--- src/rtl/core/hcbd_pkg.sv ---
// Shared types, codes and character helpers for the chunked body decoder.
`default_nettype none

package hcbd_pkg;

   localparam logic [7:0] CHAR_CR    = 8'h0D;
   localparam logic [7:0] CHAR_LF    = 8'h0A;
   localparam logic [7:0] CHAR_TAB   = 8'h09;
   localparam logic [7:0] CHAR_SPACE = 8'h20;

   localparam int QDEPTH    = 4;
   localparam int QPTR_BITS = 2;
   localparam int QCNT_BITS = 3;

   typedef enum logic [2:0] {
      PH_LEAD,
      PH_DIGITS,
      PH_REST,
      PH_DATA,
      PH_DATA_CR,
      PH_DATA_LF,
      PH_DONE
   } phase_type;

   typedef enum logic [1:0] {
      KIND_BYTE  = 2'd0,
      KIND_DONE  = 2'd1,
      KIND_ERROR = 2'd2
   } kind_type;

   typedef enum logic [1:0] {
      ERR_NO_SIZE_CRLF  = 2'd0,
      ERR_BAD_SIZE      = 2'd1,
      ERR_OVERRUN       = 2'd2,
      ERR_NO_CHUNK_CRLF = 2'd3
   } err_code_type;

   typedef enum logic [1:0] {
      ST_NONE,
      ST_COMPLETE,
      ST_ERROR
   } status_type;

   typedef struct packed {
      kind_type     kind;
      logic [7:0]   out_byte;
      err_code_type error_code;
      logic         final_res;
   } rsp_item_type;

   typedef struct packed {
      logic [1:0]   count;
      rsp_item_type first;
      rsp_item_type second;
   } push_type;

   function automatic logic is_space(input logic [7:0] c);
      is_space = (c == CHAR_SPACE) || ((c >= CHAR_TAB) && (c <= CHAR_CR));
   endfunction

   // Returns a valid flag above the four-bit digit value.
   function automatic logic [4:0] hex_digit(input logic [7:0] c);
      logic [4:0] r;
      r = 5'd0;
      if (c >= 8'h30 && c <= 8'h39) begin
         r = {1'b1, c[3:0]};
      end else if ((c >= 8'h61 && c <= 8'h66) || (c >= 8'h41 && c <= 8'h46)) begin
         r = {1'b1, c[3:0] + 4'd9};
      end
      hex_digit = r;
   endfunction

endpackage

`default_nettype wire

--- src/rtl/core/hcbd_if.sv ---
// Request and result channel interfaces of the chunked body decoder.
`default_nettype none

interface hcbd_req_if;
   logic       valid;
   logic       ready;
   logic [7:0] data_byte;
   logic       end_of_body;

   modport source (output valid, output data_byte, output end_of_body, input ready);
   modport sink (input valid, input data_byte, input end_of_body, output ready);
endinterface

interface hcbd_rsp_if;
   logic       valid;
   logic       ready;
   logic [1:0] kind;
   logic [7:0] out_byte;
   logic [1:0] error_code;
   logic       final_res;

   modport source (output valid, output kind, output out_byte, output error_code,
                   output final_res, input ready);
   modport sink (input valid, input kind, input out_byte, input error_code,
                 input final_res, output ready);
endinterface

`default_nettype wire

--- src/rtl/core/hcbd_parser.sv ---
// Chunk framing state machine that turns one body byte into up to two results.
`default_nettype none

module hcbd_parser
   import hcbd_pkg::*;
#(
   parameter int SIZE_BITS = 32
) (
   input  logic       clock,
   input  logic       reset,
   input  logic       accept,
   input  logic [7:0] data_byte,
   input  logic       end_of_body,
   output push_type   push
);

   typedef struct packed {
      phase_type            phase;
      logic [SIZE_BITS-1:0] count;
      logic                 digit;
      logic                 invalid;
   } line_type;

   phase_type            phase_ff, phase_in;
   logic [SIZE_BITS-1:0] count_ff, count_in;
   logic                 digit_ff, digit_in;
   logic                 invalid_ff, invalid_in;
   logic                 prev_cr_ff, prev_cr_in;

   line_type             line_cur, line_mid, line_next;
   logic [SIZE_BITS-1:0] count_dec;
   status_type           status;
   err_code_type         err_code;
   logic                 emit_byte;
   rsp_item_type         byte_item, status_item;

   function automatic line_type line_step(input line_type s, input logic [7:0] c);
      line_type   r;
      logic [4:0] hd;
      r  = s;
      hd = hex_digit(c);
      case (s.phase)
         PH_LEAD: begin
            if (!is_space(c)) begin
               if (hd[4]) begin
                  r.digit = 1'b1;
                  r.count = SIZE_BITS'(hd[3:0]);
                  r.phase = PH_DIGITS;
               end else begin
                  r.invalid = 1'b1;
                  r.phase   = PH_REST;
               end
            end
         end
         PH_DIGITS: begin
            if (!hd[4]) begin
               r.phase = PH_REST;
            end else if (s.count[SIZE_BITS-1 -: 4] != 4'd0) begin
               r.invalid = 1'b1;
               r.phase   = PH_REST;
            end else begin
               r.count = {s.count[SIZE_BITS-5:0], hd[3:0]};
            end
         end
         default: begin
         end
      endcase
      line_step = r;
   endfunction

   // A held CR is replayed as an ordinary line character before the new byte.
   always_comb begin
      line_cur.phase   = phase_ff;
      line_cur.count   = count_ff;
      line_cur.digit   = digit_ff;
      line_cur.invalid = invalid_ff;
      line_mid  = prev_cr_ff ? line_step(line_cur, CHAR_CR) : line_cur;
      line_next = (data_byte == CHAR_CR) ? line_mid : line_step(line_mid, data_byte);
      count_dec = count_ff - SIZE_BITS'(1);
   end

   always_comb begin
      phase_in   = phase_ff;
      count_in   = count_ff;
      digit_in   = digit_ff;
      invalid_in = invalid_ff;
      prev_cr_in = prev_cr_ff;
      status     = ST_NONE;
      err_code   = ERR_NO_SIZE_CRLF;
      emit_byte  = 1'b0;
      if (accept) begin
         unique case (phase_ff) inside
            PH_LEAD, PH_DIGITS, PH_REST: begin
               if (prev_cr_ff && data_byte == CHAR_LF) begin
                  prev_cr_in = 1'b0;
                  if (invalid_ff || !digit_ff) begin
                     status   = ST_ERROR;
                     err_code = ERR_BAD_SIZE;
                  end else if (count_ff == '0) begin
                     status = ST_COMPLETE;
                  end else begin
                     phase_in = PH_DATA;
                     if (end_of_body) begin
                        status   = ST_ERROR;
                        err_code = ERR_OVERRUN;
                     end
                  end
               end else begin
                  phase_in   = line_next.phase;
                  count_in   = line_next.count;
                  digit_in   = line_next.digit;
                  invalid_in = line_next.invalid;
                  prev_cr_in = (data_byte == CHAR_CR);
                  if (end_of_body) begin
                     status   = ST_ERROR;
                     err_code = ERR_NO_SIZE_CRLF;
                  end
               end
            end
            PH_DATA: begin
               emit_byte = 1'b1;
               count_in  = count_dec;
               if (count_dec == '0) begin
                  phase_in = PH_DATA_CR;
               end
               if (end_of_body) begin
                  status   = ST_ERROR;
                  err_code = (count_dec != '0) ? ERR_OVERRUN : ERR_NO_CHUNK_CRLF;
               end
            end
            PH_DATA_CR: begin
               if (data_byte != CHAR_CR || end_of_body) begin
                  status   = ST_ERROR;
                  err_code = ERR_NO_CHUNK_CRLF;
               end else begin
                  phase_in = PH_DATA_LF;
               end
            end
            PH_DATA_LF: begin
               if (data_byte != CHAR_LF) begin
                  status   = ST_ERROR;
                  err_code = ERR_NO_CHUNK_CRLF;
               end else begin
                  phase_in   = PH_LEAD;
                  count_in   = '0;
                  digit_in   = 1'b0;
                  invalid_in = 1'b0;
                  prev_cr_in = 1'b0;
                  if (end_of_body) begin
                     status   = ST_ERROR;
                     err_code = ERR_NO_SIZE_CRLF;
                  end
               end
            end
            PH_DONE: begin
            end
            default: begin
            end
         endcase
         if (status != ST_NONE) begin
            phase_in = PH_DONE;
         end
         if (end_of_body) begin
            phase_in   = PH_LEAD;
            count_in   = '0;
            digit_in   = 1'b0;
            invalid_in = 1'b0;
            prev_cr_in = 1'b0;
         end
      end
   end

   always_comb begin
      byte_item.kind          = KIND_BYTE;
      byte_item.out_byte      = data_byte;
      byte_item.error_code    = ERR_NO_SIZE_CRLF;
      byte_item.final_res     = 1'b0;
      status_item.kind        = (status == ST_COMPLETE) ? KIND_DONE : KIND_ERROR;
      status_item.out_byte    = 8'd0;
      status_item.error_code  = (status == ST_COMPLETE) ? ERR_NO_SIZE_CRLF : err_code;
      status_item.final_res   = 1'b1;
      if (emit_byte) begin
         push.first  = byte_item;
         push.second = status_item;
         push.count  = (status != ST_NONE) ? 2'd2 : 2'd1;
      end else begin
         push.first  = status_item;
         push.second = status_item;
         push.count  = (status != ST_NONE) ? 2'd1 : 2'd0;
      end
   end

   always_ff @(posedge clock) begin
      if (reset) begin
         phase_ff   <= PH_LEAD;
         count_ff   <= '0;
         digit_ff   <= 1'b0;
         invalid_ff <= 1'b0;
         prev_cr_ff <= 1'b0;
      end else begin
         phase_ff   <= phase_in;
         count_ff   <= count_in;
         digit_ff   <= digit_in;
         invalid_ff <= invalid_in;
         prev_cr_ff <= prev_cr_in;
      end
   end

   a_two_results_shape: assert property (@(posedge clock) disable iff (reset)
      push.count == 2'd2 |-> push.first.kind == KIND_BYTE && push.second.final_res)
      else $error("two results must be a payload byte followed by a status");

   a_eob_restarts: assert property (@(posedge clock) disable iff (reset)
      accept && end_of_body |=> phase_ff == PH_LEAD && !prev_cr_ff && count_ff == '0)
      else $error("last byte of a body must restart the size line");

   a_done_holds: assert property (@(posedge clock) disable iff (reset)
      accept && phase_ff == PH_DONE && !end_of_body |=> phase_ff == PH_DONE && push.count == 2'd0)
      else $error("bytes after a final status must be ignored");

   a_no_push_when_idle: assert property (@(posedge clock) disable iff (reset)
      !accept |-> push.count == 2'd0)
      else $error("results produced without an accepted request");

endmodule

`default_nettype wire

--- src/rtl/core/hcbd_rsp_queue.sv ---
// Four-entry result queue that takes up to two results a cycle and sends one while the receiver is ready.
`default_nettype none

module hcbd_rsp_queue
   import hcbd_pkg::*;
(
   input  logic              clock,
   input  logic              reset,
   input  push_type          push,
   output logic              space_ok,
   hcbd_rsp_if.source        rsp_chan
);

   rsp_item_type             mem_ff [QDEPTH];
   logic [QPTR_BITS-1:0]     wr_ptr_ff, wr_ptr_in;
   logic [QPTR_BITS-1:0]     rd_ptr_ff, rd_ptr_in;
   logic [QCNT_BITS-1:0]     count_ff, count_in;
   logic                     pop;
   rsp_item_type             head;

   assign head     = mem_ff[rd_ptr_ff];
   assign pop      = (count_ff != '0) && rsp_chan.ready;
   assign space_ok = (count_ff <= QCNT_BITS'(QDEPTH - 2));

   assign rsp_chan.valid      = (count_ff != '0);
   assign rsp_chan.kind       = head.kind;
   assign rsp_chan.out_byte   = head.out_byte;
   assign rsp_chan.error_code = head.error_code;
   assign rsp_chan.final_res  = head.final_res;

   always_comb begin
      wr_ptr_in = wr_ptr_ff + QPTR_BITS'(push.count);
      rd_ptr_in = rd_ptr_ff + QPTR_BITS'(pop);
      count_in  = count_ff + QCNT_BITS'(push.count) - QCNT_BITS'(pop);
   end

   always_ff @(posedge clock) begin
      if (push.count != 2'd0) begin
         mem_ff[wr_ptr_ff] <= push.first;
      end
      if (push.count == 2'd2) begin
         mem_ff[wr_ptr_ff + QPTR_BITS'(1)] <= push.second;
      end
   end

   always_ff @(posedge clock) begin
      if (reset) begin
         wr_ptr_ff <= '0;
         rd_ptr_ff <= '0;
         count_ff  <= '0;
      end else begin
         wr_ptr_ff <= wr_ptr_in;
         rd_ptr_ff <= rd_ptr_in;
         count_ff  <= count_in;
      end
   end

   a_count_bound: assert property (@(posedge clock) disable iff (reset)
      count_ff <= QCNT_BITS'(QDEPTH))
      else $error("result queue overflow");

   a_push_has_room: assert property (@(posedge clock) disable iff (reset)
      push.count != 2'd0 |-> count_ff <= QCNT_BITS'(QDEPTH - 2))
      else $error("results pushed without room for two entries");

   a_pop_only: assert property (@(posedge clock) disable iff (reset)
      pop && push.count == 2'd0 |=> count_ff == $past(count_ff) - QCNT_BITS'(1))
      else $error("a send without a push must lower the fill by one");

endmodule

`default_nettype wire

--- src/rtl/core/http_chunked_body_decoder_unit.sv ---
// Top level of the chunked HTTP body decoder.
// The request channel carries one raw body byte per request, with end_of_body
// set on the last byte of each body. The result channel carries payload bytes
// (kind 0) and exactly one final status per body: complete (kind 1) or an
// error (kind 2) with its error code; the consumer drops the payload of a
// body that ends in an error. Bytes after a final status are ignored up to
// end_of_body, which always starts a new body.
// Each request is decoded in the cycle it is accepted and its results are
// written into a four-entry result queue, so the first result of a request
// that reaches an empty queue is visible in the next cycle. One request is
// accepted per cycle while ready is high; a request that gives a payload
// byte and a status puts two results in the queue, which are sent in order.
// When the receiver stalls, the queue fills and ready drops once more than
// two results are waiting; no result is lost. Reset empties the queue and
// returns the decoder to the start of a chunk-size line.
`default_nettype none

module http_chunked_body_decoder_unit
   import hcbd_pkg::*;
#(
   parameter int SIZE_BITS = 32
) (
   input  logic       clock,
   input  logic       reset,
   hcbd_req_if.sink   req_chan,
   hcbd_rsp_if.source rsp_chan
);

   logic     space_ok;
   logic     req_accept;
   push_type push;

   assign req_chan.ready = space_ok;
   assign req_accept     = req_chan.valid && space_ok;

   hcbd_parser #(
      .SIZE_BITS (SIZE_BITS)
   ) u_parser (
      .clock       (clock),
      .reset       (reset),
      .accept      (req_accept),
      .data_byte   (req_chan.data_byte),
      .end_of_body (req_chan.end_of_body),
      .push        (push)
   );

   hcbd_rsp_queue u_rsp_queue (
      .clock    (clock),
      .reset    (reset),
      .push     (push),
      .space_ok (space_ok),
      .rsp_chan (rsp_chan)
   );

endmodule

`default_nettype wire

--- src/flat_wrapper.sv ---
// flat-port wrapper written by rule: the top's interface ports become plain ports
module http_chunked_body_decoder_unit_flat import hcbd_pkg::*;
#(
   parameter int SIZE_BITS = 32
)
  (clock, reset, req_chan_valid, req_chan_data_byte, req_chan_end_of_body, req_chan_ready, rsp_chan_valid, rsp_chan_kind, rsp_chan_out_byte, rsp_chan_error_code, rsp_chan_final_res, rsp_chan_ready);
  hcbd_req_if req_chan_i ();
  hcbd_rsp_if rsp_chan_i ();
  input  logic clock;
  input  logic reset;
  input wire logic [$bits(req_chan_i.valid)-1:0] req_chan_valid;
  input wire logic [$bits(req_chan_i.data_byte)-1:0] req_chan_data_byte;
  input wire logic [$bits(req_chan_i.end_of_body)-1:0] req_chan_end_of_body;
  output wire logic [$bits(req_chan_i.ready)-1:0] req_chan_ready;
  output wire logic [$bits(rsp_chan_i.valid)-1:0] rsp_chan_valid;
  output wire logic [$bits(rsp_chan_i.kind)-1:0] rsp_chan_kind;
  output wire logic [$bits(rsp_chan_i.out_byte)-1:0] rsp_chan_out_byte;
  output wire logic [$bits(rsp_chan_i.error_code)-1:0] rsp_chan_error_code;
  output wire logic [$bits(rsp_chan_i.final_res)-1:0] rsp_chan_final_res;
  input wire logic [$bits(rsp_chan_i.ready)-1:0] rsp_chan_ready;
  assign req_chan_i.valid = req_chan_valid;
  assign req_chan_i.data_byte = req_chan_data_byte;
  assign req_chan_i.end_of_body = req_chan_end_of_body;
  assign req_chan_ready = req_chan_i.ready;
  assign rsp_chan_valid = rsp_chan_i.valid;
  assign rsp_chan_kind = rsp_chan_i.kind;
  assign rsp_chan_out_byte = rsp_chan_i.out_byte;
  assign rsp_chan_error_code = rsp_chan_i.error_code;
  assign rsp_chan_final_res = rsp_chan_i.final_res;
  assign rsp_chan_i.ready = rsp_chan_ready;
  http_chunked_body_decoder_unit #(.SIZE_BITS(SIZE_BITS)) u_core (.clock(clock), .reset(reset), .req_chan(req_chan_i), .rsp_chan(rsp_chan_i));
endmodule
--- config.mk ---
export PLATFORM = sky130hd
export DESIGN_NAME = http_chunked_body_decoder_unit_flat
export DESIGN_NICKNAME = d
export VERILOG_FILES = /design/src/rtl/core/hcbd_pkg.sv /design/src/rtl/core/hcbd_if.sv /design/src/rtl/core/hcbd_parser.sv /design/src/rtl/core/hcbd_rsp_queue.sv /design/src/rtl/core/http_chunked_body_decoder_unit.sv /design/src/flat_wrapper.sv
export SDC_FILE = /design/constraint.sdc
export NUM_CORES = 1
export LEC_CHECK = 0
export BUFFER_PORTS_ARGS = -buffer_cell sky130_fd_sc_hd__buf_4
export CORE_MARGIN = 5
export CORE_UTILIZATION = 30
export CTS_BUF_LIST = sky130_fd_sc_hd__clkbuf_16
export DETAILED_ROUTE_END_ITERATION = 8
export SLEW_MARGIN = 25
export SYNTH_ARGS = -nofsm -noshare
export SYNTH_HDL_FRONTEND = slang
export SYNTH_SLANG_ARGS = --single-unit
--- constraint.sdc ---
create_clock -name clock -period 4.55 [get_ports clock]
set_clock_uncertainty 0.15 [all_clocks]
set_input_delay 0.91 -clock clock [delete_from_list [all_inputs] [get_ports clock]]
set_output_delay 0.91 -clock clock [all_outputs]
set_load 0.05 [all_outputs]
Word level (Yosys, flattened, before mapping)
Memory sizes are Yosys's and may differ from the RTL's. A register that Yosys moved wholly into a read port is not among the register bits.
Index checks and enable logic that the tools add are counted.
Widths: inputs -> output; s select.
Storage, ports and cells
  register bits: 45
  bits in writable memories: 52
  memories kept: 1
Memories
  u_core.u_rsp_queue.mem_ff: depth 4, width 13, rd ports 1, clocked after Yosys merged registers in 1, wr ports 2, RTL line hcbd_rsp_queue.sv:14  | rsp_item_type mem_ff [QDEPTH];
Cells by class
  $add $sub $neg: 7
  $lt $le $gt $ge: 9
  eq/ne operators: 20
  multiplexer cells: 71
  reduce and logical (&&, ||, !) cells: 30
Operators with widths (number)
  $mux 32: 5
  $mux 37: 3
  $pmux 32 s3: 1
  $pmux 35 s2: 1
  $logic_not 32->1: 2
  $mux 2: 20
  $mux 35: 1
  $mux 33: 1
  $reduce_bool 32->1: 1
  $sub 32x1->32 const B: 1
  $mux 3: 10
  $mux 28: 1
  $mux 1: 19
  $eq 8x4->1 const B: 2
  $ge 8x7->1 const B: 2
  $le 8x7->1 const B: 2
  $ne 8x4->1 const B: 2
  $pmux 2 s4: 2
  $pmux 3 s4: 1
  $mux 5: 2
  $ne 5x5->1 const B: 2
  $eq 8x6->1 const B: 1
  $ge 8x4->1 const B: 1
  $ge 8x6->1 const B: 1
  30 further kinds: 53

Depth between registers and ports, before layout
Gate-level depths: netlist (run 1).
  word-level depth: 13
  mapped depth: 18
  mapped depth without buffers: 17

By module
Synthesis (run 1) repeated with hierarchy kept, for this count alone.
Second synthesis, totals
  cells, all modules: 701
  area, all modules: 6745.2 µm²
By module, submodules not included
  hcbd_parser: times used 1, cells an instance 528, area each 3712.3 µm², seq. area each 760.7 µm²
  hcbd_rsp_queue: times used 1, cells an instance 172, area each 3026.7 µm², seq. area each 1701.6 µm²
  http_chunked_body_decoder_unit: times used 1, cells an instance 1, area each 6.3 µm², seq. area each 0.0 µm²

Least setup slack after synthesis (run 1)
Ideal clock, no wire load.
  path kind: input port to flip-flop
  start point: input req_chan_data_byte[3]
  end point: register u_core.u_rsp_queue.count_ff[2]
  setup time: 0.128 ns
  data arrival time: 3.887 ns
  required time: 4.272 ns
  setup slack: 0.385 ns
  stages: 14
  path buffers: 2
  cells stage by stage: clkbuf_1 nor2b_1 nand4_1 a221o_1 o211ai_1 and2_1 ha_1 clkbuf_1 inv_1 ha_1 fa_1 xnor2_1 xnor2_1 nor2_1
Between the ends
  word-level cells in the longest chain between the ends: 11
RTL lines
  from (decl): RTL line flat_wrapper.sv:12  | input wire logic [$bits(req_chan_i.data_byte)-1:0] req_chan_data_byte;
  $eq 8x4->1 or $ne 8x4->1 (tied branches): RTL line hcbd_parser.sv:94, hcbd_parser.sv:132
  $logic_and 1x1->1 or $logic_or 1x1->1 (tied branches): RTL line hcbd_parser.sv:94, hcbd_parser.sv:132
  $mux 2, on equally long branches: RTL line hcbd_parser.sv:94, hcbd_parser.sv:132
  $pmux 2 s4 (*): RTL line hcbd_parser.sv:92  | unique case (phase_ff) inside
  $mux 2 (*) (2 in a row): RTL line hcbd_parser.sv:91  | if (accept) begin
  $reduce_bool 2->1 (*): RTL line hcbd_parser.sv:185, hcbd_parser.sv:189
  $mux 1 or $mux 2 (tied branches): RTL line hcbd_parser.sv:189, hcbd_parser.sv:185
  $mux 28 (*): RTL line hcbd_parser.sv:182  | if (emit_byte) begin
  $add 3x2->3 (*): RTL line hcbd_rsp_queue.sv:34  | count_in = count_ff + QCNT_BITS'(push.count) - QCNT_BITS'(pop);
  $sub 3x1->3 (*): RTL line hcbd_rsp_queue.sv:34
  to (signal assigned): RTL line hcbd_rsp_queue.sv:54  | count_ff <= count_in;
  to (decl): RTL line hcbd_rsp_queue.sv:17  | logic [QCNT_BITS-1:0] count_ff, count_in;
Mark *: on every way between the ends. The rest lies on a longest branch, timed or not. The select of a mux whose other input is x is not followed.
A chain may end at the register's enable or synchronous reset.

Worst setup path in the final report (run 1)
  start point: register u_core.u_parser.count_ff[7]
  end point: register u_core.u_rsp_queue.count_ff[2]
Between the ends
  word-level cells in the longest chain between the ends: 12
RTL lines
  from (decl): RTL line hcbd_parser.sv:25  | logic [SIZE_BITS-1:0] count_ff, count_in;
  from (signal assigned): RTL line hcbd_parser.sv:202  | count_ff <= count_in;
  $logic_not 32->1 (*): RTL line hcbd_parser.sv:99  | end else if (count_ff == '0) begin
  $mux 2 (*): RTL line hcbd_parser.sv:99
  $mux 2 (*): RTL line hcbd_parser.sv:96  | if (invalid_ff || !digit_ff) begin
  $mux 2 (*): RTL line hcbd_parser.sv:94  | if (prev_cr_ff && data_byte == CHAR_LF) begin
  $pmux 2 s4 (*): RTL line hcbd_parser.sv:92
  $mux 2 (*) (2 in a row): RTL line hcbd_parser.sv:91
  $reduce_bool 2->1 (*): RTL line hcbd_parser.sv:185, hcbd_parser.sv:189
  $mux 1 or $mux 2 (tied branches): RTL line hcbd_parser.sv:189, hcbd_parser.sv:185
  $mux 28 (*): RTL line hcbd_parser.sv:182
  $add 3x2->3 (*): RTL line hcbd_rsp_queue.sv:34
  $sub 3x1->3 (*): RTL line hcbd_rsp_queue.sv:34
Marks and branches as above.

==> run metrics, run 1 <==
run status=finished clean; layout cells sized above 1=0.1396; DRC=0; H-Tree Level Count=3; port bufs=27; Switching Power=820.4 µW; detailed placement HPWL=10770 µm; Critical Path RT=4.64 ns; final setup vio count=0; Max Cap Violations=0; Setup Crit Path Kind=register to register; critical path peak fanout=12; Post-synth ARST share=0; combinational share of power=0.248; synthesized flop and latch total=97; Die W=151.4 µm; f_max=259.8 MHz; M1 GR Usage=0.1862; final worst path period share=0.8458; ANT nets after route=0; Synth warnings=0; count of pins over their slew limit=0; Synth area leaders=dfxtp_1, edfxtp_1, nor2_1, mux4_2, a22o_1; Tot GR Track Use=0.1383; synth unique cells=68; Max-slew headroom=0.3633; Synth Cell Area=5998 µm²; final wirelength=15460 µm; WP data arrival=3.94 ns; Clock Tree Buf Depth=2; CTS Buf Count=9; sequential fraction of the synthesis area=0.3504; die area=22920 µm²; P_leak=0.002569 µW; Setup crit end kind=register; critical path launch point type=register; Setup Buffers After CTS=0; synth cell count leaders=nor2_1, dfxtp_1, nand2_1; Worst-Margin Slew=0.9537 ns; syn avg cell area=8.569 µm²; CTS Hold Buffers Added=0; Global Route met3 Usage=0.02753; io pins=28; final net count=732; vias in the first global route=4868; worst vdd ir=0.1799 mV; Post-Syn Instances=700; final hold violations=0; register share of total power=0.413; initial antenna violation count=0; met2 usage=0.2238; share of total power in the clock network=0.340; top cell type's share of synthesized area=0.2703; GRT Max-Usage Layer=met2; Final GP Congestion=0.8810; internal power=1605 µW; most frequent cell after synthesis=nor2_1; Clock Latency Late Sink=0.36 ns; Synth area leader=dfxtp_1; # rows=51; largest net degree at the start of global routing=63; drt wl/cell=15.87 µm; Die H=151.4 µm; Layout area overhead=13.12%; vias per cell=5.318; clk slew on worst S/H paths=0.07 ns; commonest register cell after synthesis=dfxtp_1; Final Util=0.3464; number of synthesized flops with an enable pin=16; Vias=5180; first-pass GRT wire length=25510 µm; post-route setup TNS=0 ns; fin crit period=3.848 ns; drt first-iter violations=305; GRT overflow=0; RSZ-0062 raised after global routing=no; post-CTS sizing=0; CTS root buffer=clkbuf_16; core box area=19590 µm²; # clock sinks=97; Net Count, Synth=728; net switching share of the total power=0.3383; final antenna diode count=0; DRT Pass-1 Iters=5; Initial Utilization=0.3062; power density over the cells=357.5 nW/µm²; hold crit path type=register to register; CTS tree=done
==> worst max-delay path: stages (launching register included) <==
cell and delay (ns):
dfxtp_1 0.39, or4_4 0.66, nor4_1 0.45, a31oi_1 0.18, o211ai_1 0.22, and2_1 0.18
ha_1 0.25, inv_1 0.06, ha_1 0.21, inv_1 0.05, ha_1 0.13, inv_1 0.04
fa_1 0.37, xnor2_1 0.18, xnor2_1 0.14, nor2_1 0.05
==> final timing paths <==
| check | start | endpoint | slack, ns | cells after the start |
|---|---|---|---|---|
| worst max-delay path | u_core.u_parser.count_ff[7] | u_core.u_rsp_queue.count_ff[2] | 0.70 | 15 |
| worst max register to register | u_core.u_parser.count_ff[7] | u_core.u_rsp_queue.count_ff[2] | 0.70 | 15 |
| worst min register to register | u_core.u_rsp_queue.mem_ff[2][0] | u_core.u_rsp_queue.mem_ff[2][0] | 0.29 | 2 |
| worst min-delay path | u_core.u_rsp_queue.mem_ff[2][0] | u_core.u_rsp_queue.mem_ff[2][0] | 0.29 | 2 |
==> logic make-up (layout without fill, tap and decap cells) <==
kind of cell,count (synthesis),after routing,share of synthesized area
and+or+nand+nor,286,286,0.2599
adders and majority gates,15,15,0.03254
muxes,17,17,0.05569
AOI/OAI and AO/OA,177,177,0.2032
xor gates and xnor gates,32,32,0.04673
buffers and inverters,76,85,0.05152
DFF,97,97,0.3504
==> layout by cell type (no fill, tap or decap), types with 4 or more instances in the layout <==
master	n
and3_1	5
buf_4	47
a2bb2oi_1	4
a22oi_1	21
o211ai_1	6
nor4_1	7
a21oi_1	41
xor2_1	14
nor3_1	40
nor2_1	84
clkbuf_16	9
nand2b_1	7
inv_8	4
nor3b_1	4
nor2b_1	11
mux4_2	13
inv_1	22
nor4b_1	5
edfxtp_1	16
o21ai_0	31
dfxtp_1	81
ha_1	14
or4_1	5
nand3_1	13
nand2_1	48
nand4_1	7
nand3b_1	5
nand4b_1	4
a31oi_1	4
or3_1	9
a22o_1	32
xnor2_1	18
nor4_2	5
and2_1	8
==> cell type report <==
class	count	area [µm²]
clock buffer	9	225.2
clock inverter	7	92.59
fill	2055	12800
inverter	22	82.58
multi-input combinational	527	3598
sequential	97	2102
tap	265	331.6
timing repair buffer	47	352.8
==> metrics by stage <==
step / worst slack [ns] / hold slack (ns) / cells / area (µm²) / total power [µW]
floorplan: 0.3855 / 0.2680 / 700 / 5998 / 1453
global placement: 0.3804 / 0.2841 / 958 / 6467 / 1623
detailed placement: 0.3452 / 0.2940 / 958 / 6467 / 1626
CTS: 0.6848 / 0.3014 / 974 / 6785 / 2453
global route: 0.4211 / 0.3140 / 974 / 6785 / 2552
finish: 0.7016 / 0.2945 / 974 / 6785 / 2425
==> routing by layer <==
| metal | up-vias | routed length (µm) | share of wire |
|---|---|---|---|
| met2 | 106 | 7126 | 0.46 |
| li1 | 2596 | - | - |
| met5 | - | 0 | 0 |
| met4 | 0 | 297 | 0.019 |
| met1 | 2452 | 7342 | 0.48 |
| met3 | 26 | 688 | 0.045 |
==> registers in the layout (all words and copies together), names as in the netlist <==
name                          flops
u_core.u_parser.invalid_ff        1
u_core.u_rsp_queue.wr_ptr_ff      2
u_core.u_parser.count_ff         32
u_core.u_rsp_queue.count_ff       3
u_core.u_rsp_queue.rd_ptr_ff      2
u_core.u_parser.phase_ff          3
u_core.u_parser.prev_cr_ff        1
u_core.u_rsp_queue.mem_ff        52
u_core.u_parser.digit_ff          1
==> power groups by stage <==
stage / logic [µW] / clock network [µW] / registers, µW
after floorplan: 488 / 0 / 965
after global placement: 603 / 0 / 1020
after detailed placement: 604 / 0 / 1020
after CTS: 608 / 842 / 1000
after global routing: 660 / 881 / 1010
final: 601 / 824 / 1000
Note: power is estimated with default switching activity, not from simulation.
==> run 2, diff against run 1 <==
clock period = 3.2 ns   (was 4.55 ns; I/O delays follow)
==> run 2 against run 1 <==
Against the previous run: the flow now finishes with violations (setup timing); routed wire length increased by 10%; highest routed layer unchanged; non-clock buffer count increased by 106; final area increased by 18%; flip-flop and latch count unchanged; critical endpoint unchanged; sequential power increased by 38%; critical path type unchanged.
==> run metrics, run 2 (synthesis results as in run 1) <==
run status=complete, but fails checks; violated checks=setup timing; power density over the cells=449.1 nW/µm²; GRT Max-Usage Layer=met2; GRT overflow=0; Post-Layout Cell Count=1080; Worst-Margin Slew=0.7636 ns; core box area=19590 µm²; vias per cell=5.245; design area=7996 µm²; CTS tree=done; ANT nets after route=0; fin crit period=3.598 ns; final wirelength=17060 µm; area post-placement=7316 µm²; most frequent cells in the layout=buf_4, dfxtp_1, nor2_1, nand2_1, a21oi_1; # clock sinks=97; clk slew on worst S/H paths=0.07 ns; largest net degree at the start of global routing=48; Tot GR Track Use=0.1494; port bufs=27; critical path launch point type=register; CTS Buf Count=9; die area=22920 µm²; initial antenna violation count=0; CTS root buffer=clkbuf_16; H-Tree Level Count=3; Vias=5665; final setup vio count=11; Global Route met3 Usage=0.02513; # rows=51; Max-slew headroom=0.4903; final worst path period share=1.124; drt first-iter violations=414; top flop regs=u_core.u_rsp_queue.mem_ff: 52 flops, u_core.u_parser.count_ff: 32 flops; post-route setup TNS=-1.339 ns; Setup crit end kind=register; Layout area overhead=33.31%; Max Cap Violations=0; R2R Setup Slk=-0.40 ns; Final WS setup=-0.3977 ns; final net count=838; P_leak=0.003184 µW; DRT Pass-1 Iters=5; RSZ-0062 raised after global routing=yes; critical path peak fanout=2; final antenna diode count=0; M1 GR Usage=0.1988; hold_ws=0.2994 ns; number of flip-flops under the largest register name=52; Final GP Congestion=0.8745; most common cell after layout, fill and taps aside=buf_4; CP max stage cell=or4_4; Reg2Reg Depth=15; Die H=151.4 µm; drt wl/cell=15.79 µm; cell count after placement=1058; detailed placement HPWL=12350 µm; Initial Utilization=0.3062; first-pass GRT wire length=27540 µm; Clock Latency Late Sink=0.36 ns; Die W=151.4 µm; io pins=28; worst-path cell chain=or4_4, nor4_4, a31oi_1, o211ai_1, and2_4, ha_4, inv_2, ha_4, inv_2, ha_4, inv_2, fa_2, xnor2_2, xnor2_1, nor2_1; layout cells sized above 1=0.3129; Critical Path RT=3.28 ns; delay of the slowest cell on the worst path=0.56 ns; f_max=278.0 MHz; worst vdd ir=0.3450 mV; count of pins over their slew limit=0; met2 usage=0.2512; WP data arrival=3.68 ns; DRC=0; Clock Tree Buf Depth=2; Largest Register=u_core.u_rsp_queue.mem_ff; Setup Crit Path Kind=register to register; WHS Path Cells=2; Crit path max-delay family=simple AND/OR/NAND/NOR gates; final hold violations=0; hold crit path type=register to register; vias in the first global route=5316; cell count along the critical path=15; Buf+Inv Stages, Crit Path=3
[run 2: cell count changes in the layout (fill, tap and decap cells not counted), moves of 4 or more]
cell and change:
ha_4 +4, ha_1 -5, nor2_1 -5, inv_1 -8
buf_6 +5, buf_4 +96, o21ai_0 -4, inv_2 +7
[run 2: cell type report]
class	instances	area, µm²
clock buffer	9	225.2
inverter	22	90.09
sequential	97	2103
timing repair buffer	153	1230
multi-input combinational	527	3956
tap	265	331.6
clock inverter	7	60.06
fill	1966	11590
[run 2: per-stage QoR]
stage | power (µW) | utilization | setup WS (ns)
after CTS | 3525 | 0.3902 | -0.3897
after detailed placement | 2415 | 0.3734 | -0.7237
final | 3591 | 0.4082 | -0.3977
after global placement | 2400 | 0.3734 | -0.5761
after floorplan | 2071 | - | -0.4022
after global routing | 3775 | 0.4082 | -0.5711
[run 2: metal layers]
metal | vias up | part of all wire
li1 | 2807 | -
met1 | 2718 | 0.47
met2 | 124 | 0.48
met3 | 16 | 0.035
met4 | 0 | 0.012
met5 | - | 0
[run 2: power by group]
| group | total, µW | internal (µW) | switching, µW |
|---|---|---|---|
| combinational | 1130 | 494 | 638 |
| sequential | 1380 | 1310 | 74.5 |
| clock | 1080 | 545 | 533 |
[run 2: worst paths after layout]
check	startpoint	end
worst min-delay path	u_core.u_rsp_queue.mem_ff[3][0]	u_core.u_rsp_queue.mem_ff[3][0]
worst max register to register	u_core.u_parser.count_ff[16]	u_core.u_rsp_queue.count_ff[2]
worst max-delay path	u_core.u_parser.count_ff[16]	u_core.u_rsp_queue.count_ff[2]
worst min register to register	u_core.u_rsp_queue.mem_ff[3][0]	u_core.u_rsp_queue.mem_ff[3][0]
[run 2: what timing repair did]
| item | 4_1_cts | 5_1_grt |
|---|---|---|
| resized for setup | 7 | 65 |
| pin swaps | 5 | 40 |
| setup endpoints to repair | 37 | 66 |
| hold buffers | 0 | 0 |
| buffers inserted | 2 | 5 |
[run 2: worst min-delay path: stages, from the launching register on]
cell and delay (ns):
dfxtp_1 0.32, nand2_1 0.05, nand2_1 0.04
==> run 3, diff against run 2 <==
CTS_BUF_LIST = sky130_fd_sc_hd__clkbuf_4 sky130_fd_sc_hd__clkbuf_8   (was sky130_fd_sc_hd__clkbuf_16)
HOLD_SLACK_MARGIN = 0.05   (was unset)
==> run 3 against run 2 <==
Against the previous run: the run still ends with setup timing left; sequential power barely moved; largest cell class unchanged; global-route usage grew 0.094 points; fmax down 1.2%.
==> run metrics, run 3 (synthesis results as in run 1) <==
Setup Crit Path Kind=register to register; final antenna diode count=0; hold_ws=0.3061 ns; Crit Reg-Reg Endpoint=u_core.u_rsp_queue.count_ff[2]; worst vdd ir=0.1857 mV; DRT Pass-1 Iters=5; critical path launch point type=register; most frequent cells in the layout=buf_4, dfxtp_1, nor2_1, nand2_1, a21oi_1; WP data arrival=3.77 ns; reg2reg start=u_core.u_parser.count_ff[16]; clk slew on worst S/H paths=0.10 ns; final hold violations=0; drt wl/cell=15.73 µm; first-pass GRT wire length=27590 µm; cell count after placement=1058; Die H=151.4 µm; GRT overflow=0; hold crit path type=register to register; Setup crit end kind=register; Critical Path Start=u_core.u_parser.count_ff[16]; Initial Utilization=0.3062; Clock Tree Buf Depth=2; port bufs=27; io pins=28; Final WS setup=-0.4428 ns; vias in the first global route=5307; Critical Path Sink=u_core.u_rsp_queue.count_ff[2]; count of pins over their slew limit=0; fillcell total=1975; Layout area overhead=32.67%; most common cell after layout, fill and taps aside=buf_4; final worst path period share=1.138; Max Cap Violations=0; Final GP Congestion=0.8745; critical path peak fanout=2; Largest Register=u_core.u_rsp_queue.mem_ff; fin crit period=3.643 ns; post-route setup TNS=-2.364 ns; initial antenna violation count=0; Post-Layout Cell Count=1085; run status=complete, but fails checks; Critical Path RT=3.32 ns; top flop regs=u_core.u_rsp_queue.mem_ff: 52 flops, u_core.u_parser.count_ff: 32 flops; pre-CTS WS=-0.7237 ns; H-Tree Level Count=3; number of flip-flops under the largest register name=52; layout cells sized above 1=0.3171; Die W=151.4 µm; Max-slew headroom=0.5013; P_leak=0.003190 µW; violated checks=setup timing; # rows=51; Reg2Reg Depth=15; CTS Buf Count=9; Vias=5674; final setup vio count=39; detailed placement HPWL=12350 µm; # clock sinks=97; core box area=19590 µm²; f_max=274.5 MHz; R2R Setup Slk=-0.44 ns; Tot Pwr=3350 µW; drt first-iter violations=366; Tot GR Track Use=0.1503; CTS tree=done; largest net degree at the start of global routing=48; die area=22920 µm²; final net count=843; final wirelength=17070 µm; vias per cell=5.229; ANT nets after route=0; Clock Latency Late Sink=0.40 ns; DRC=0; RSZ-0062 raised after global routing=yes; Worst-Margin Slew=0.7470 ns; CTS root buffer=clkbuf_8; power density over the cells=421.0 nW/µm²
run 3: changes by cell type in the layout (fill, tap and decap cells not counted), sizes merged:
| cell | previous run | this run |
|---|---|---|
| buf | 152 | 157 |
| clkbuf | 10 | 11 |
| inv | 28 | 27 |
run 3: what timing repair did:
item / 4_1_cts / 5_1_grt
endpoints found under the setup margin: 37 / 66
hold buffers: 0 / 0
gates cloned: 0 / 0
setup buffers: 2 / 10
resized for setup: 9 / 68
hold endpoints to repair: 0 / 0
pin swaps: 5 / 44
run 3: stage by stage:
stage          instance area (µm²)  utilization
2_1_floorplan                 6053            -
4_1_cts                       7556       0.3857
3_5_place_dp                  7316       0.3734
5_1_grt                       7958       0.4062
3_3_place_gp                  7316       0.3734
6_report                      7958       0.4062
run 3: layout make-up:
| type | count | area (µm²) | share of cell area |
|---|---|---|---|
| multi-input cells | 527 | 3964 | 0.4981 |
| clock buffers | 10 | 137.6 | 0.01730 |
| inverters | 22 | 90.09 | 0.01132 |
| flip-flops and latches | 97 | 2103 | 0.2643 |
| repair buffers | 158 | 1275 | 0.1602 |
| clock inverters | 6 | 56.30 | 0.007075 |
| well taps | 265 | 331.6 | 0.04167 |
run 3: per-layer routing:
layer	vias up	share of wire	global-route usage
met1	2726	0.46	0.1990
met4	0	0.012	0.04261
li1	2810	-	-
met2	124	0.48	0.2509
met3	14	0.040	0.02693
met5	-	0	0
run 3: how the worst min path moves through the flow:
stage	startpoint	end	slack, ns	depth (start not counted)
final	u_core.u_rsp_queue.mem_ff[3][0]	u_core.u_rsp_queue.mem_ff[3][0]	0.31	2
after global routing	u_core.u_rsp_queue.mem_ff[3][0]	u_core.u_rsp_queue.mem_ff[3][0]	0.33	2
after CTS	u_core.u_rsp_queue.mem_ff[3][0]	u_core.u_rsp_queue.mem_ff[3][0]	0.31	2
after detailed placement	u_core.u_rsp_queue.mem_ff[3][0]	u_core.u_rsp_queue.mem_ff[3][0]	0.29	2
after global placement	u_core.u_rsp_queue.mem_ff[3][0]	u_core.u_rsp_queue.mem_ff[3][0]	0.28	2
after floorplan	u_core.u_rsp_queue.mem_ff[2][0]	u_core.u_rsp_queue.mem_ff[2][0]	0.27	2
run 3: critical path, stage by stage, from the launching register on:
cell and delay [ns]:
dfxtp_2 0.33, or4_4 0.56, nor4_4 0.37, a31oi_1 0.17, o211ai_1 0.28, and2_4 0.21
ha_4 0.20, inv_2 0.06, ha_4 0.19, inv_2 0.06, ha_4 0.12, inv_2 0.04
fa_2 0.40, xnor2_2 0.19, xnor2_1 0.14, nor2_1 0.05
run 3: power by group:
group	internal (µW)	leakage (µW)	total, µW	switching [µW]
clock network	323	0.0000977	832	508
registers	1310	0.000810	1380	74.9
logic	498	0.00228	1140	639
total	2130	0.00319	3350	1220
